## config.mk

```make
export PLATFORM = sky130hd
export DESIGN_NAME = lidar_angular_window_stats_core
export DESIGN_NICKNAME = d
export VERILOG_FILES = /design/src/hdl/lawsc_pkg.sv /design/src/hdl/lawsc_accum.sv /design/src/hdl/lawsc_div.sv /design/src/hdl/lidar_angular_window_stats_core.sv
export VERILOG_INCLUDE_DIRS = /design/src /design/src/hdl
export SDC_FILE = /design/constraint.sdc
export NUM_CORES = 1
export LEC_CHECK = 0
export BUFFER_PORTS_ARGS = -buffer_cell sky130_fd_sc_hd__buf_2
export CORE_ASPECT_RATIO = 0.75
export CORE_UTILIZATION = 42
export DETAILED_ROUTE_END_ITERATION = 7
export RECOVER_POWER = 50
export SLEW_MARGIN = 20
export SYNTH_ARGS = -nofsm -noshare
export SYNTH_HDL_FRONTEND = slang
export SYNTH_SLANG_ARGS = --single-unit
```

## constraint.sdc

```tcl
create_clock -name clk -period 7.3 [get_ports clk]
set_input_delay 1.095 -clock clk [delete_from_list [all_inputs] [get_ports clk]]
set_output_delay 1.095 -clock clk [all_outputs]
set_load 0.1 [all_outputs]
```

## src/hdl/lidar_angular_window_stats_core_defines.svh

```systemverilog
// Assertion macros shared by the lidar angular window statistics core.
`ifndef LIDAR_ANGULAR_WINDOW_STATS_CORE_DEFINES_SVH
`define LIDAR_ANGULAR_WINDOW_STATS_CORE_DEFINES_SVH

// Same-cycle implication, disabled while reset is high.
`define LAWSC_ASSERT_SAME(label, clock, reset, pre, post) \
  label: assert property (@(posedge clock) disable iff (reset) (pre) |-> (post)) \
    else $error("lawsc: same-cycle check failed");

// Next-cycle implication, disabled while reset is high.
`define LAWSC_ASSERT_NEXT(label, clock, reset, pre, post) \
  label: assert property (@(posedge clock) disable iff (reset) (pre) |=> (post)) \
    else $error("lawsc: next-cycle check failed");

`endif

```

## src/hdl/lawsc_pkg.sv

```systemverilog
// Shared types and constants of the lidar angular window statistics core.
package lawsc_pkg;

  localparam int RANGE_W     = 16;
  localparam int ANGLE_W     = 16;
  localparam int CFG_W       = 16;
  localparam int COUNT_OUT_W = 13;
  localparam int QUO_W       = RANGE_W;
  localparam int STEP_W      = $clog2(QUO_W);
  localparam int CFG_INDEX_W = 3;

  localparam logic [CFG_INDEX_W-1:0] REG_WINDOW_START     = 3'd0;
  localparam logic [CFG_INDEX_W-1:0] REG_WINDOW_END       = 3'd1;
  localparam logic [CFG_INDEX_W-1:0] REG_BAND_LOW         = 3'd2;
  localparam logic [CFG_INDEX_W-1:0] REG_BAND_HIGH        = 3'd3;
  localparam logic [CFG_INDEX_W-1:0] REG_SCAN_START_ANGLE = 3'd4;
  localparam logic [CFG_INDEX_W-1:0] REG_ANGLE_STEP       = 3'd5;

  typedef struct packed {
    logic [ANGLE_W-1:0] window_start;
    logic [ANGLE_W-1:0] window_end;
    logic [RANGE_W-1:0] band_low;
    logic [RANGE_W-1:0] band_high;
    logic [ANGLE_W-1:0] scan_start_angle;
    logic [ANGLE_W-1:0] angle_step;
  } cfg_t;

  typedef struct packed {
    logic take;
    logic clear;
  } acc_ctl_t;

  typedef struct packed {
    logic busy;
    logic done;
  } div_stat_t;

endpackage

```

## src/hdl/lawsc_accum.sv

```systemverilog
// Per-sample bearing tracking, window test and running statistics.
module lawsc_accum #(
  parameter int MAX_SAMPLES = 4096,
  parameter int CNT_W       = 13
) (
  input  logic                           clk,
  input  logic                           rst,
  input  lawsc_pkg::acc_ctl_t            ctl,
  input  lawsc_pkg::cfg_t                cfg,
  input  logic [lawsc_pkg::RANGE_W-1:0]  range_mm,
  input  logic                           sample_valid,
  output logic [lawsc_pkg::RANGE_W-1:0]  running_min,
  output logic                           any_in_window,
  output logic [lawsc_pkg::RANGE_W+CNT_W-1:0] range_sum,
  output logic [CNT_W-1:0]               in_window_count,
  output logic [CNT_W-1:0]               in_band_count,
  output logic                           overflowed
);

  logic [lawsc_pkg::ANGLE_W-1:0] sample_bearing;
  logic [CNT_W-1:0]              sample_index;
  logic [lawsc_pkg::ANGLE_W-1:0] bearing;
  logic                          full;
  logic                          in_win;
  logic                          hit;
  logic                          in_band;

  // Until the first sample of a scan is taken, the bearing follows the start register.
  assign bearing = (sample_index == '0) ? cfg.scan_start_angle : sample_bearing;
  assign full    = sample_index >= CNT_W'(MAX_SAMPLES);

  always_comb begin
    if (cfg.window_start <= cfg.window_end) begin
      in_win = (bearing >= cfg.window_start) && (bearing <= cfg.window_end);
    end else begin
      in_win = (bearing >= cfg.window_start) || (bearing <= cfg.window_end);
    end
  end

  assign hit     = sample_valid && (range_mm != '0) && in_win;
  assign in_band = (range_mm >= cfg.band_low) && (range_mm <= cfg.band_high);

  always_ff @(posedge clk) begin
    if (rst || ctl.clear) begin
      sample_bearing  <= '0;
      sample_index    <= '0;
      running_min     <= '0;
      any_in_window   <= 1'b0;
      range_sum       <= '0;
      in_window_count <= '0;
      in_band_count   <= '0;
      overflowed      <= 1'b0;
    end else if (ctl.take) begin
      if (full) begin
        overflowed <= 1'b1;
      end else begin
        sample_bearing <= bearing + cfg.angle_step;
        sample_index   <= sample_index + 1'b1;
        if (hit) begin
          if (!any_in_window || (range_mm < running_min)) begin
            running_min <= range_mm;
          end
          any_in_window   <= 1'b1;
          range_sum       <= range_sum + {{CNT_W{1'b0}}, range_mm};
          in_window_count <= in_window_count + 1'b1;
          if (in_band) begin
            in_band_count <= in_band_count + 1'b1;
          end
        end
      end
    end
  end

endmodule

```

## src/hdl/lawsc_div.sv

```systemverilog
// Shared compare-and-subtract unit that forms the mean one quotient bit per cycle.
module lawsc_div #(
  parameter int DEN_W = 13
) (
  input  logic                         clk,
  input  logic                         rst,
  input  logic                         start,
  input  logic [DEN_W+lawsc_pkg::QUO_W-1:0] num,
  input  logic [DEN_W-1:0]             den,
  output logic [lawsc_pkg::QUO_W-1:0]  quo,
  output lawsc_pkg::div_stat_t         stat
);

  localparam int NUM_W = DEN_W + lawsc_pkg::QUO_W;

  logic [NUM_W-1:0]             rem;
  logic [NUM_W-1:0]             dsh;
  logic [NUM_W:0]               diff;
  logic                         ge;
  logic [lawsc_pkg::STEP_W-1:0] step;

  // The quotient is known to fit, since every summed range is below the quotient range.
  assign diff = {1'b0, rem} - {1'b0, dsh};
  assign ge   = !diff[NUM_W];

  always_ff @(posedge clk) begin
    if (rst) begin
      stat.busy <= 1'b0;
      stat.done <= 1'b0;
    end else if (start) begin
      stat.busy <= 1'b1;
      stat.done <= 1'b0;
    end else if (stat.busy && (step == lawsc_pkg::STEP_W'(lawsc_pkg::QUO_W - 1))) begin
      stat.busy <= 1'b0;
      stat.done <= 1'b1;
    end
  end

  always_ff @(posedge clk) begin
    if (start) begin
      rem  <= num;
      dsh  <= {1'b0, den, {(lawsc_pkg::QUO_W-1){1'b0}}};
      quo  <= '0;
      step <= '0;
    end else if (stat.busy) begin
      if (ge) begin
        rem <= diff[NUM_W-1:0];
      end
      quo  <= {quo[lawsc_pkg::QUO_W-2:0], ge};
      dsh  <= dsh >> 1;
      step <= step + 1'b1;
    end
  end

endmodule

```

## src/hdl/lidar_angular_window_stats_core.sv

```systemverilog
// Top level of the lidar angular window statistics core: sequencer, registers and result.
// A sample without the last mark is taken and leaves in_ready high.
// A last sample drops in_ready; its result passes the start state and the
// 16-step shared subtractor that forms the mean, then is loaded once the output is free.
// The next item is taken in the cycle after the result is loaded into the output register.
// Synchronous reset sets state, config and divider status and clears scan and out_valid.
module lidar_angular_window_stats_core #(
  parameter int MAX_SAMPLES = 4096
) (
  input  logic                               clk,
  input  logic                               rst,
  input  logic                               cfg_write,
  input  logic [lawsc_pkg::CFG_INDEX_W-1:0]  cfg_index,
  input  logic [lawsc_pkg::CFG_W-1:0]        cfg_data,
  input  logic                               in_valid,
  output logic                               in_ready,
  input  logic [lawsc_pkg::RANGE_W-1:0]      range_mm,
  input  logic                               sample_valid,
  input  logic                               last_sample,
  output logic                               out_valid,
  input  logic                               out_ready,
  output logic                               min_found,
  output logic [lawsc_pkg::RANGE_W-1:0]      min_range_out,
  output logic [lawsc_pkg::RANGE_W-1:0]      mean_range_out,
  output logic [lawsc_pkg::COUNT_OUT_W-1:0]  window_points,
  output logic [lawsc_pkg::COUNT_OUT_W-1:0]  band_points,
  output logic                               scan_overflow
);

  `include "lidar_angular_window_stats_core_defines.svh"

  localparam int CNT_W = $clog2(MAX_SAMPLES + 1);
  localparam int EXT_W = CNT_W + lawsc_pkg::COUNT_OUT_W;

  typedef enum logic [2:0] {
    S_IDLE  = 3'b001,
    S_START = 3'b010,
    S_DIV   = 3'b100
  } state_t;

  state_t state;
  state_t state_next;

  lawsc_pkg::cfg_t      cfg;
  lawsc_pkg::acc_ctl_t  acc_ctl;
  lawsc_pkg::div_stat_t div_stat;

  logic [lawsc_pkg::RANGE_W-1:0]       acc_min;
  logic                                acc_any;
  logic [lawsc_pkg::RANGE_W+CNT_W-1:0] acc_sum;
  logic [CNT_W-1:0]                    acc_count;
  logic [CNT_W-1:0]                    acc_band;
  logic                                acc_ovf;
  logic [lawsc_pkg::QUO_W-1:0]         div_quo;
  logic [EXT_W-1:0]                    count_ext;
  logic [EXT_W-1:0]                    band_ext;

  logic in_take;
  logic out_free;
  logic load;

  assign in_ready = (state == S_IDLE);
  assign in_take  = in_valid && in_ready;
  assign out_free = !out_valid || out_ready;
  assign load     = (state == S_DIV) && div_stat.done && out_free;

  assign acc_ctl.take  = in_take;
  assign acc_ctl.clear = load;

  always_ff @(posedge clk) begin
    if (rst) begin
      cfg.window_start     <= '0;
      cfg.window_end       <= '1;
      cfg.band_low         <= '0;
      cfg.band_high        <= '1;
      cfg.scan_start_angle <= '0;
      cfg.angle_step       <= '0;
    end else if (cfg_write) begin
      unique case (cfg_index)
        lawsc_pkg::REG_WINDOW_START:     cfg.window_start     <= cfg_data;
        lawsc_pkg::REG_WINDOW_END:       cfg.window_end       <= cfg_data;
        lawsc_pkg::REG_BAND_LOW:         cfg.band_low         <= cfg_data;
        lawsc_pkg::REG_BAND_HIGH:        cfg.band_high        <= cfg_data;
        lawsc_pkg::REG_SCAN_START_ANGLE: cfg.scan_start_angle <= cfg_data;
        lawsc_pkg::REG_ANGLE_STEP:       cfg.angle_step       <= cfg_data;
        default: begin
        end
      endcase
    end
  end

  always_comb begin
    state_next = state;
    unique case (state)
      S_IDLE: begin
        if (in_take && last_sample) begin
          state_next = S_START;
        end
      end
      S_START: state_next = S_DIV;
      S_DIV: begin
        if (load) begin
          state_next = S_IDLE;
        end
      end
      default: state_next = S_IDLE;
    endcase
  end

  always_ff @(posedge clk) begin
    if (rst) begin
      state <= S_IDLE;
    end else begin
      state <= state_next;
    end
  end

  lawsc_accum #(
    .MAX_SAMPLES (MAX_SAMPLES),
    .CNT_W       (CNT_W)
  ) u_accum (
    .clk             (clk),
    .rst             (rst),
    .ctl             (acc_ctl),
    .cfg             (cfg),
    .range_mm        (range_mm),
    .sample_valid    (sample_valid),
    .running_min     (acc_min),
    .any_in_window   (acc_any),
    .range_sum       (acc_sum),
    .in_window_count (acc_count),
    .in_band_count   (acc_band),
    .overflowed      (acc_ovf)
  );

  lawsc_div #(
    .DEN_W (CNT_W)
  ) u_div (
    .clk   (clk),
    .rst   (rst),
    .start (state == S_START),
    .num   (acc_sum),
    .den   (acc_count),
    .quo   (div_quo),
    .stat  (div_stat)
  );

  assign count_ext = {{lawsc_pkg::COUNT_OUT_W{1'b0}}, acc_count};
  assign band_ext  = {{lawsc_pkg::COUNT_OUT_W{1'b0}}, acc_band};

  always_ff @(posedge clk) begin
    if (rst) begin
      out_valid <= 1'b0;
    end else if (load) begin
      out_valid <= 1'b1;
    end else if (out_ready) begin
      out_valid <= 1'b0;
    end
  end

  always_ff @(posedge clk) begin
    if (load) begin
      min_found      <= acc_any;
      min_range_out  <= acc_any ? acc_min : '0;
      mean_range_out <= (acc_count == '0) ? '0 : div_quo;
      window_points  <= count_ext[lawsc_pkg::COUNT_OUT_W-1:0];
      band_points    <= band_ext[lawsc_pkg::COUNT_OUT_W-1:0];
      scan_overflow  <= acc_ovf;
    end
  end

  `LAWSC_ASSERT_SAME(a_idle_div_quiet, clk, rst, in_ready, !div_stat.busy)
  `LAWSC_ASSERT_NEXT(a_last_starts_div, clk, rst, in_take && last_sample, state == S_START)
  `LAWSC_ASSERT_NEXT(a_load_gives_result, clk, rst, load, out_valid && in_ready)
  `LAWSC_ASSERT_SAME(a_any_matches_count, clk, rst, 1'b1, acc_any == (acc_count != '0))

endmodule
```

### Word-level counts from Yosys, hierarchy flattened

Cells that the tools add are included.

* $add $sub $neg: 7
* magnitude comparators: 7
* mux-type cells: 14
* reduce and logical (&&, ||, !) cells: 37
* bitwise gates (word level): 1
* equality and inequality tests: 12

Operator list (number)
* $mux W29: 3
* $mux W28: 2
* $le A16 B16 Y1: 3
* $add A13 B1 Y13 const B: 3
* $ge A16 B16 Y1: 2
* $sub A29 B28 Y30: 1
* $add A29 B16 Y29: 1
* $logic_not A13 Y1: 2
* $reduce_and A2 Y1: 10
* $add A16 B16 Y16: 1
* $lt A16 B16 Y1: 1
* $mux W16: 1
* $reduce_bool A16 Y1: 1
* $ge A13 B13 Y1 const B: 1
* $eq A3 B2 Y1 const B: 3
* $eq A3 B3 Y1 const B: 3
* $logic_and A1 B1 Y1: 9
* $pmux W3 S3: 1
* $reduce_and A4 Y1: 2
* $eq A3 B1 Y1 const B: 2
* $mux W3: 2
* $reduce_bool A2 Y1: 3
* $add A4 B1 Y4 const B: 1
* $eq A4 B4 Y1 const B: 1
* 10 further kinds: 19

* input bits: 42
* output and inout port bits: 62
* flip-flop bits (word level): 341

### Longest topological paths before layout

Gate-level depths: netlist of the first run.

* depth after elaboration: 7
* gate-level depth with buffers: 18
* gate-level depth less buffers: 17

### Hierarchy

From an unflattened synthesis of the first run, not the netlist that was laid out.

* cells, all modules: 2071
* area total of the unflattened synthesis: 18680.4 um^2

By module, submodules not included
* lawsc_accum: sequential area each 2042.0 um^2, times used 1, area each 8134.1 um^2, cells each 995
* lidar_angular_window_stats_core: sequential area each 3803.6 um^2, times used 1, area each 5699.2 um^2, cells each 530
* lawsc_div: sequential area each 2001.9 um^2, times used 1, area each 4847.1 um^2, cells each 546

### Worst setup path before layout of the first run

No wires, ideal clock.

* path kind: register to register
* start: register state[1]
* end: register u_accum.running_min[0] (netlist name)
* clock period less this slack: 4.779 ns
* data required time: 7.172 ns
* stages on the path, launching flop included: 9
* path slack: 2.521 ns
* buffers on the path: 1
* arrival time: 4.651 ns
* path through: dfxtp_1 nor3b_1 and2_1 nor2b_1 nand3_1 nor4_2 buf_6 mux2i_1 nor2_1

* elaborated cells between the ends (all ways): 7
* classes of those cells: eq/ne (2); reduce/logical (5)

RTL lines
* start, declared: RTL line lidar_angular_window_stats_core.sv:41 `state_t state;`
* start signal, assigned: RTL line lidar_angular_window_stats_core.sv:114 `state <= state_next;`
* $eq A3 B1 Y1: RTL line lidar_angular_window_stats_core.sv:62 `assign in_ready = (state == S_IDLE);`
* via in_ready: RTL line lidar_angular_window_stats_core.sv:16 `output logic in_ready,`
* $logic_and A1 B1 Y1: RTL line lidar_angular_window_stats_core.sv:63 `assign in_take = in_valid && in_ready;`
* $reduce_and A4 Y1 (no line)
* end signal, assigned: RTL line lawsc_accum.sv:61 `running_min <= range_mm;`
* end, declared: RTL line lawsc_accum.sv:12 `output logic [lawsc_pkg::RANGE_W-1:0] running_min,`

The timed path passes the listed nets, and every way through them passes these cells.
A chain may end at the register's enable or synchronous reset.

### Final worst setup path of the first run

* start: register u_accum.sample_index[0]
* end: register u_accum.in_band_count[4]

* word-level cells in the longest chain between the ends: 7
* elaborated cells between the ends (all ways): 11
* classes of those cells: order compare (3); mux (2); bitwise (1); reduce/logical (5)

RTL lines
* start, declared: RTL line lawsc_accum.sv:21 `logic [CNT_W-1:0] sample_index;`
* start signal, assigned: RTL line lawsc_accum.sv:58 `sample_index <= sample_index + 1'b1;`
* $logic_not A13 Y1: RTL line lawsc_accum.sv:29 `assign bearing = (sample_index == '0) ? cfg.scan_start_angle : sample_bearing;`
* $mux W16: RTL line lawsc_accum.sv:29
* $ge A16 B16 Y1 or $le A16 B16 Y1 (tied branches): RTL line lawsc_accum.sv:34, lawsc_accum.sv:36
* $logic_or A1 B1 Y1 or $logic_and A1 B1 Y1 (tied branches): RTL line lawsc_accum.sv:36, lawsc_accum.sv:34
* $mux W1: RTL line lawsc_accum.sv:33 `if (cfg.window_start <= cfg.window_end) begin`
* $logic_and A1 B1 Y1: RTL line lawsc_accum.sv:40 `assign hit = sample_valid && (range_mm != '0) && in_win;`
* $reduce_and A4 Y1 (no line) *
* end signal, assigned: RTL line lawsc_accum.sv:67 `in_band_count <= in_band_count + 1'b1;`
* end, declared: RTL line lawsc_accum.sv:16 `output logic [CNT_W-1:0] in_band_count,`

Every way passes the cells marked *; elsewhere a longest branch is shown, timed or not.

==> results.json, run 1 <==
{
  "status": "finished, violations left",
  "violations": "capacitance limit, slew limit",
  "grt_overflow": 0,
  "cp-end-kind": "flop",
  "syn-cell-area_um2": 18100,
  "clk_path_buf_depth": 3,
  "hold_viol_final": 0,
  "start_util_pct": 42.8,
  "hold_buffers": 0,
  "io_pins": 104,
  "vias_per_cell": 5.37,
  "synthCells": 2014,
  "clock_sinks": 341,
  "r2r_slack_ns": 2.09,
  "grt_pass1_vias": 13549,
  "rsz0062_at_grt": "false",
  "synth_top_family_by_area": "simple AND/OR/NAND/NOR gates",
  "post_cts_buffers": 0,
  "route.antenna.remaining_nets": 0,
  "path_clk_slew_ns": 0.06,
  "synth_compound_area_share_pct": 13.7,
  "async_flop_share_pct": 0,
  "drt_wl_total_um": 45000,
  "period_needed_ns": 5.21,
  "fmax_mhz": 192,
  "cp.arrival_ns": 5.66,
  "post-route-period-util_pct": 71.3,
  "yosys-mux-area-fraction_pct": 4.36,
  "cts_buffers": 36,
  "drive_above_1_share_pct": 8.86,
  "worstHoldStart": "u_accum.overflowed$_SDFFE_PP0P_",
  "hold_path_end": "scan_overflow$_DFFE_PP_",
  "slowest_delay_ns": 0.71,
  "yosys.area_share.simple_pct": 19.4,
  "fin_util_pct": 47.9,
  "clkLatencyLatePin_ns": 0.55,
  "rr_endpoint": "u_accum.in_band_count[4]$_SDFFE_PP0P_",
  "gp_congestion": 0.911,
  "slowest_stage": "or4_4",
  "fillers": 4038,
  "yosysUniqueCellTypes": 67,
  "cap_violations": 5,
  "synth_top_area_share_pct": 26.4,
  "hold_depth": 0,
  "reg2reg_depth": 15,
  "cts_root_buf": "clkbuf_16",
  "grt_pass1_wl_um": 72400,
  "h-tree-depth": 2,
  "final_nets": 2290,
  "ys_ff_latch": 341,
  "synth_fa_ha_area_share_pct": 11.5,
  "clock_skew_ns": 0.0310,
  "worst_pin_slew_ns": 3.22,
  "die_w_um": 242,
  "grt_max_degree": 85,
  "syn_nets": 2219,
  "path_cells": "inv_1, ha_1, nor4b_1, nand3_1, mux2_2, ha_1, a21oi_1, o21ai_0, a221oi_1, o221ai_1, o21a_1, maj3_2, or4_4, or4_1, a21oi_1",
  "slew_headroom_pct": -115,
  "synthTopCellsByArea": "dfxtp_1, edfxtp_1, ha_1",
  "area_growth_pct": 11.9,
  "cts_tree": "built",
  "p_per_area_nw_per_um2": 213,
  "drt_iter0_markers": 987,
  "wl_per_cell_um": 16.8,
  "yosysWarnings": 0,
  "io_buffers": 103,
  "cts-resized-gates": 0,
  "final-max-slew-violation-count": 264,
  "cp_max_fo": 22,
  "rr_startpoint": "u_accum.sample_index[0]$_SDFFE_PP0P_",
  "required_ns": 7.75,
  "min_path_type": "reg2reg",
  "synth_edf_count": 102,
  "fp.dieArea_um2": 44000,
  "route.detailed.drc": 0,
  "fp.dieH_um": 182,
  "path_class": "reg2reg",
  "vias": 14395,
  "tns_ns": 0,
  "startpoint_type": "flop",
  "synth.yosys.seq_area_share_pct": 43.3,
  "synth_area_leader_cell": "dfxtp_1",
  "vdd_ir_drop_max_v": 0.000135,
  "synthFlopType": "dfxtp_1",
  "core_um2": 42300,
  "power_leakage_uw": 0.00847,
  "whs_ns": 0.445,
  "setup_viol": 0,
  "antenna_found_initial": 2,
  "rows": 65,
  "drt-pass1-iter-count": 5,
  "place.detailed.hpwl_um": 31900,
  "grt_usage_pct": 20.4,
  "yosys.area_share.xor_xnor_pct": 3.12,
  "synth_area_per_cell_um2": 8.99
}
state kept, by name, summed over array words and instances (netlist names), 13 cells and up:
register	cells
cfg	96
u_accum.range_sum	29
u_div.rem	29
u_div.dsh	28
mean_range_out	16
min_range_out	16
u_accum.running_min	16
u_accum.sample_bearing	16
u_div.quo	16
band_points	13
u_accum.in_band_count	13
u_accum.in_window_count	13
u_accum.sample_index	13
window_points	13
per-stage QoR:
stage | cells | cell area (um^2) | total power, uW | worst slack, ns
3_5_place_dp | 2616 | 19100 | 2510 | 2.07
5_1_grt | 2680 | 20300 | 4500 | 1.67
6_report | 2681 | 20300 | 4320 | 2.09
3_3_place_gp | 2616 | 19100 | 2500 | 2.13
2_1_floorplan | 2014 | 18100 | 2380 | 2.52
4_1_cts | 2680 | 20300 | 4360 | 1.99
worst max-delay path by stage:
| stage | from | end | cells after the start |
|---|---|---|---|
| after floorplan | state[1]$_SDFFE_PP0P_ | u_accum.running_min[0]$_SDFFE_PP0P_ | 8 |
| after global placement | u_accum.sample_index[0]$_SDFFE_PP0P_ | u_accum.in_band_count[7]$_SDFFE_PP0P_ | 15 |
| after detailed placement | u_accum.sample_index[0]$_SDFFE_PP0P_ | u_accum.in_band_count[4]$_SDFFE_PP0P_ | 15 |
| after CTS | u_accum.sample_index[0]$_SDFFE_PP0P_ | u_accum.in_band_count[4]$_SDFFE_PP0P_ | 15 |
| after global routing | u_accum.sample_index[0]$_SDFFE_PP0P_ | u_accum.in_band_count[4]$_SDFFE_PP0P_ | 15 |
| final | u_accum.sample_index[0]$_SDFFE_PP0P_ | u_accum.in_band_count[4]$_SDFFE_PP0P_ | 15 |
Yosys cell counts (30+ instances only):
library cell	number
nand3_1	51
dfxtp_1	239
nor2_1	149
xor2_1	30
xnor2_1	32
nand4_1	36
edfxtp_1	102
a21oi_1	181
nand2_1	309
inv_1	138
and2_1	43
o21ai_0	67
mux2i_1	62
a21o_1	40
clkbuf_1	72
ha_1	160
per-layer routing:
layer | global-route usage, % | part of all wire, % | up-vias
met2 | 32.1 | 44 | 334
met5 | 0 | 0 | -
li1 | - | - | 7213
met1 | 28.5 | 49 | 6791
met3 | 4.15 | 5.8 | 57
met4 | 4.99 | 1.7 | 0
logic make-up after synthesis:
| group | count (synthesis) |
|---|---|
| flip-flops | 341 |
| AO/OA/AOI/OAI | 406 |
| XOR/XNOR | 63 |
| adder cells (fa/ha/maj) | 165 |
| multiplexers | 77 |
| buffers and inverters | 219 |
| AND/OR/NAND/NOR | 743 |
cells in the final DEF (no fill, tap or decap), types with 22 or more instances in the layout:
master     instances
a21oi_1          181
or3_1             27
xor2_1            30
xnor2_1           32
clkbuf_1          25
nor2_1           147
o21a_1            22
a21o_1            40
nand3_1           51
ha_1             160
and2_1            26
o21ai_0           67
dfxtp_1          238
clkbuf_16         36
nand2_1          309
mux2i_1           62
edfxtp_1         102
buf_2             88
nand4_1           36
inv_1            138
power by group:
| part | switching, uW | total, uW | internal (uW) |
|---|---|---|---|
| Combinational | 273 | 441 | 168 |
| Sequential | 40.6 | 2040 | 2000 |
| Clock | 783 | 1840 | 1060 |
worst max-delay path, delay by kind of cell, from the launching register on:
| kind | cells | cell delay (ns) |
|---|---|---|
| AOI/OAI and AO/OA | 6 | 1.16 |
| DFF | 1 | 0.34 |
| buffers and inverters | 1 | 0.07 |
| and+or+nand+nor | 4 | 2.13 |
| muxes | 1 | 0.57 |
| adders and majority gates | 3 | 0.86 |
cell type report:
type	instances	area, um^2	share of cell area (%)
multi-input combinational	1454	9450	46.6
sequential	341	7850	38.7
clock buffer	50	1020	5.05
tap	569	712	3.51
timing repair buffer	114	568	2.80
inverter	138	518	2.56
clock inverter	14	149	0.735
antenna	1	2.50	0.0123
No activity file was read; power rests on OpenSTA's default activity.
==> run 2, diff against run 1 <==
--- a/config.mk
+++ b/config.mk
@@ -6,6 +6,7 @@
 export SDC_FILE = /design/constraint.sdc
 export NUM_CORES = 1
 export LEC_CHECK = 0
+export ABC_AREA = 1
 export BUFFER_PORTS_ARGS = -buffer_cell sky130_fd_sc_hd__buf_2
 export CORE_ASPECT_RATIO = 0.75
 export CORE_UTILIZATION = 42
==> constraint.sdc (replaced) <==
create_clock -name clk -period 5.1 [get_ports clk]
set_input_delay 0.765 -clock clk [delete_from_list [all_inputs] [get_ports clk]]
set_output_delay 0.765 -clock clk [all_outputs]
set_load 0.1 [all_outputs]
==> run 2 against run 1 <==
  * The run still ends with capacitance limit, slew limit left
  * Register-to-register slack worse by 1.5 ns
  * Highest routed layer unchanged
  * Sequential power is 55% higher
  * Cell area is 4.9% higher
  * Largest cell class unchanged
  * Critical endpoint is now u_accum.in_band_count[1]$_SDFFE_PP0P_
  * Clock power is 45% higher
  * Die area is 5.4% higher
  * Via count is 16% higher
  * Critical path depth is 5 higher
  * Clock skew is 0.014 ns lower
  * Sequential share of layout area is 1.8 points lower
  * First-iteration DRC count is 15% higher
  * Synthesized cell count is 27% higher
==> results.json, run 2 <==
{
  "status": "finished, violations left",
  "violations": "capacitance limit, slew limit",
  "path_clk_slew_ns": 0.06,
  "largest_register_ffs": 96,
  "hold_buffers": 0,
  "synth_fa_ha_area_share_pct": 10.8,
  "post_cts_buffers": 0,
  "path_common_cell": "nor2_1",
  "rows": 67,
  "setup_viol": 0,
  "maxUsedRoutingLayer": "met4",
  "cap_violations": 2,
  "yosys.area_share.simple_pct": 22.4,
  "worst_pin_slew_ns": 1.81,
  "p_per_area_nw_per_um2": 359,
  "start_util_pct": 42.6,
  "cp-end-kind": "flop",
  "syn-cell-area_um2": 19100,
  "cts_root_buf": "clkbuf_16",
  "top_regs": "cfg (96), u_accum.range_sum (29), u_div.rem (29)",
  "cts_buffers": 38,
  "drive_above_1_share_pct": 5.19,
  "fp.dieArea_um2": 46300,
  "met3_length_um": 2950,
  "yosys.area_share.xor_xnor_pct": 1.51,
  "required_ns": 5.56,
  "async_flop_share_pct": 0,
  "layoutNonFillerInstCount": 3264,
  "route.detailed.drc": 0,
  "io_pins": 104,
  "core_um2": 44800,
  "syn_nets": 2772,
  "ys_ff_latch": 341,
  "synthFlopType": "dfxtp_1",
  "p_total_uw": 7640,
  "yosysUniqueCellTypes": 43,
  "period_needed_ns": 4.48,
  "cp.arrival_ns": 4.94,
  "synth.most_common_cell": "nand2_1",
  "max_flop_register": "cfg",
  "min_path_type": "reg2reg",
  "synth.yosys.seq_area_share_pct": 41.1,
  "layout_common_cells": "nand2_1, inv_1, nor2_1",
  "gp_congestion": 0.933,
  "hold_path_end": "scan_overflow$_DFFE_PP_",
  "antenna_found_initial": 0,
  "slowest_stage": "nand2_2",
  "vias_per_cell": 5.13,
  "tns_ns": 0,
  "synth_area_leader_cell": "dfxtp_1",
  "slew_headroom_pct": -20.6,
  "wl_per_cell_um": 15.8,
  "grt_pass1_vias": 15931,
  "dp.cells": 3195,
  "drt-pass1-iter-count": 5,
  "vdd_ir_drop_max_v": 0.000195,
  "drt-met1-wl_um": 26100,
  "rsz0062_at_grt": "false",
  "startpoint_type": "flop",
  "fillers": 4503,
  "final_common_cell": "nand2_1",
  "synth_top_area_share_pct": 25.1,
  "hold_depth": 0,
  "route.antenna.remaining_nets": 0,
  "power_leakage_uw": 0.00969,
  "clock_sinks": 341,
  "cts-resized-gates": 0,
  "slowest_delay_ns": 0.45,
  "final_nets": 2854,
  "fp.dieH_um": 187,
  "place.detailed.hpwl_um": 38400,
  "hold_viol_final": 0,
  "synthTopCellsByArea": "dfxtp_1, edfxtp_1, ha_1",
  "grt_usage_pct": 22.5,
  "synth_top_family_by_area": "simple AND/OR/NAND/NOR gates",
  "yosys-mux-area-fraction_pct": 0.0590,
  "io_buffers": 103,
  "post-route-period-util_pct": 87.8,
  "yosysWarnings": 0,
  "final-max-slew-violation-count": 138,
  "rr_endpoint": "u_accum.in_band_count[1]$_SDFFE_PP0P_",
  "clock_skew_ns": 0.0175,
  "synth_area_per_cell_um2": 7.44,
  "synthTopCellsByCount": "nand2_1, inv_1, nor2_1",
  "r2r_slack_ns": 0.62,
  "fmax_mhz": 223,
  "multiInputGateArea_um2": 9470,
  "wl_met2_um": 21600,
  "grt_overflow": 0,
  "h-tree-depth": 2,
  "drt_iter0_markers": 1131,
  "worstHoldStart": "u_accum.overflowed$_SDFFE_PP0P_",
  "drt_wl_total_um": 51600,
  "clk_path_buf_depth": 3,
  "synth_edf_count": 102,
  "rr_startpoint": "u_accum.sample_index[0]$_SDFFE_PP0P_",
  "diodes": 0,
  "path_cells": "inv_1, ha_1, nand3_1, nor3_2, buf_4, inv_1, buf_4, nor2_1, nor2_1, ha_1, nand2_1, nor3_1, nand4_1, nand2_1, nor2_1, nor2_4, nand2_2, nor2_1, o21ai_0, nor2_1",
  "synthCells": 2567,
  "reg2reg_depth": 20,
  "cts_tree": "built",
  "vias": 16755,
  "area_growth_pct": 11.4,
  "grt_pass1_wl_um": 83400,
  "path_class": "reg2reg",
  "grt_max_degree": 76,
  "cp_max_fo": 32,
  "synth_compound_area_share_pct": 14.9,
  "regArea_um2": 7850,
  "die_w_um": 248,
  "clkLatencyLatePin_ns": 0.54
}
## run 2: through the flow
step	hold slack [ns]	setup slack (ns)	instance area, um^2	util, %
2_1_floorplan	0.406	0.565	19100	-
3_3_place_gp	0.419	0.869	20200	45.1
3_5_place_dp	0.438	0.721	20200	45.1
4_1_cts	0.457	0.669	21400	47.8
5_1_grt	0.467	0.187	21300	47.5
6_report	0.455	0.621	21300	47.5
## run 2: final cells by class
cell class | instances | area share, %
multi-input cells | 1766 | 44.6
well taps | 586 | 3.45
flip-flops and latches | 341 | 36.9
repair buffers | 122 | 2.70
inverters | 380 | 6.72
clock inverters | 18 | 0.571
clock buffers | 51 | 5.09
## run 2: worst max-delay path, delay by kind of cell (launching register included)
family / cells / cell delay, ns
AO/OA/AOI/OAI: 1 / 0.14
adder cells (fa/ha/maj): 2 / 0.49
AND/OR/NAND/NOR: 13 / 2.56
buffers and inverters: 4 / 0.87
flip-flops: 1 / 0.32
## run 2: logic make-up after synthesis
kind of cell / Yosys count
AO/OA/AOI/OAI: 543
XOR/XNOR: 33
adder cells (fa/ha/maj): 163
buffers and inverters: 460
flip-flops: 341
multiplexers: 1
AND/OR/NAND/NOR: 1026
## run 2: worst max-delay path by stage
| stage | to | depth (start not counted) | startpoint | slack, ns |
|---|---|---|---|---|
| after floorplan | u_accum.sample_bearing[11]$_SDFFE_PP0P_ | 9 | out_valid$_SDFFE_PP0P_ | 0.56 |
| after global placement | u_accum.in_band_count[0]$_SDFFE_PP0P_ | 21 | u_accum.sample_index[0]$_SDFFE_PP0P_ | 0.87 |
| after detailed placement | u_accum.in_band_count[2]$_SDFFE_PP0P_ | 24 | u_accum.sample_index[0]$_SDFFE_PP0P_ | 0.72 |
| after CTS | u_accum.in_band_count[2]$_SDFFE_PP0P_ | 24 | u_accum.sample_index[0]$_SDFFE_PP0P_ | 0.67 |
| after global routing | u_accum.in_band_count[1]$_SDFFE_PP0P_ | 24 | u_accum.sample_index[0]$_SDFFE_PP0P_ | 0.19 |
| final | u_accum.in_band_count[1]$_SDFFE_PP0P_ | 20 | u_accum.sample_index[0]$_SDFFE_PP0P_ | 0.62 |
## run 2: where the power goes
group          switching, uW  total (uW)  internal (uW)  leakage, uW
logic                   1190        1810            616      0.00620
registers                118        3160           3040      0.00289
clock network           1130        2670           1550     0.000600
## run 2: routing by layer
metal  global-route usage [%]  up-vias
met3                     3.61       67
li1                         -     8613
met2                     33.9      400
met1                     33.3     7675
met5                        0        -
met4                     4.92        0
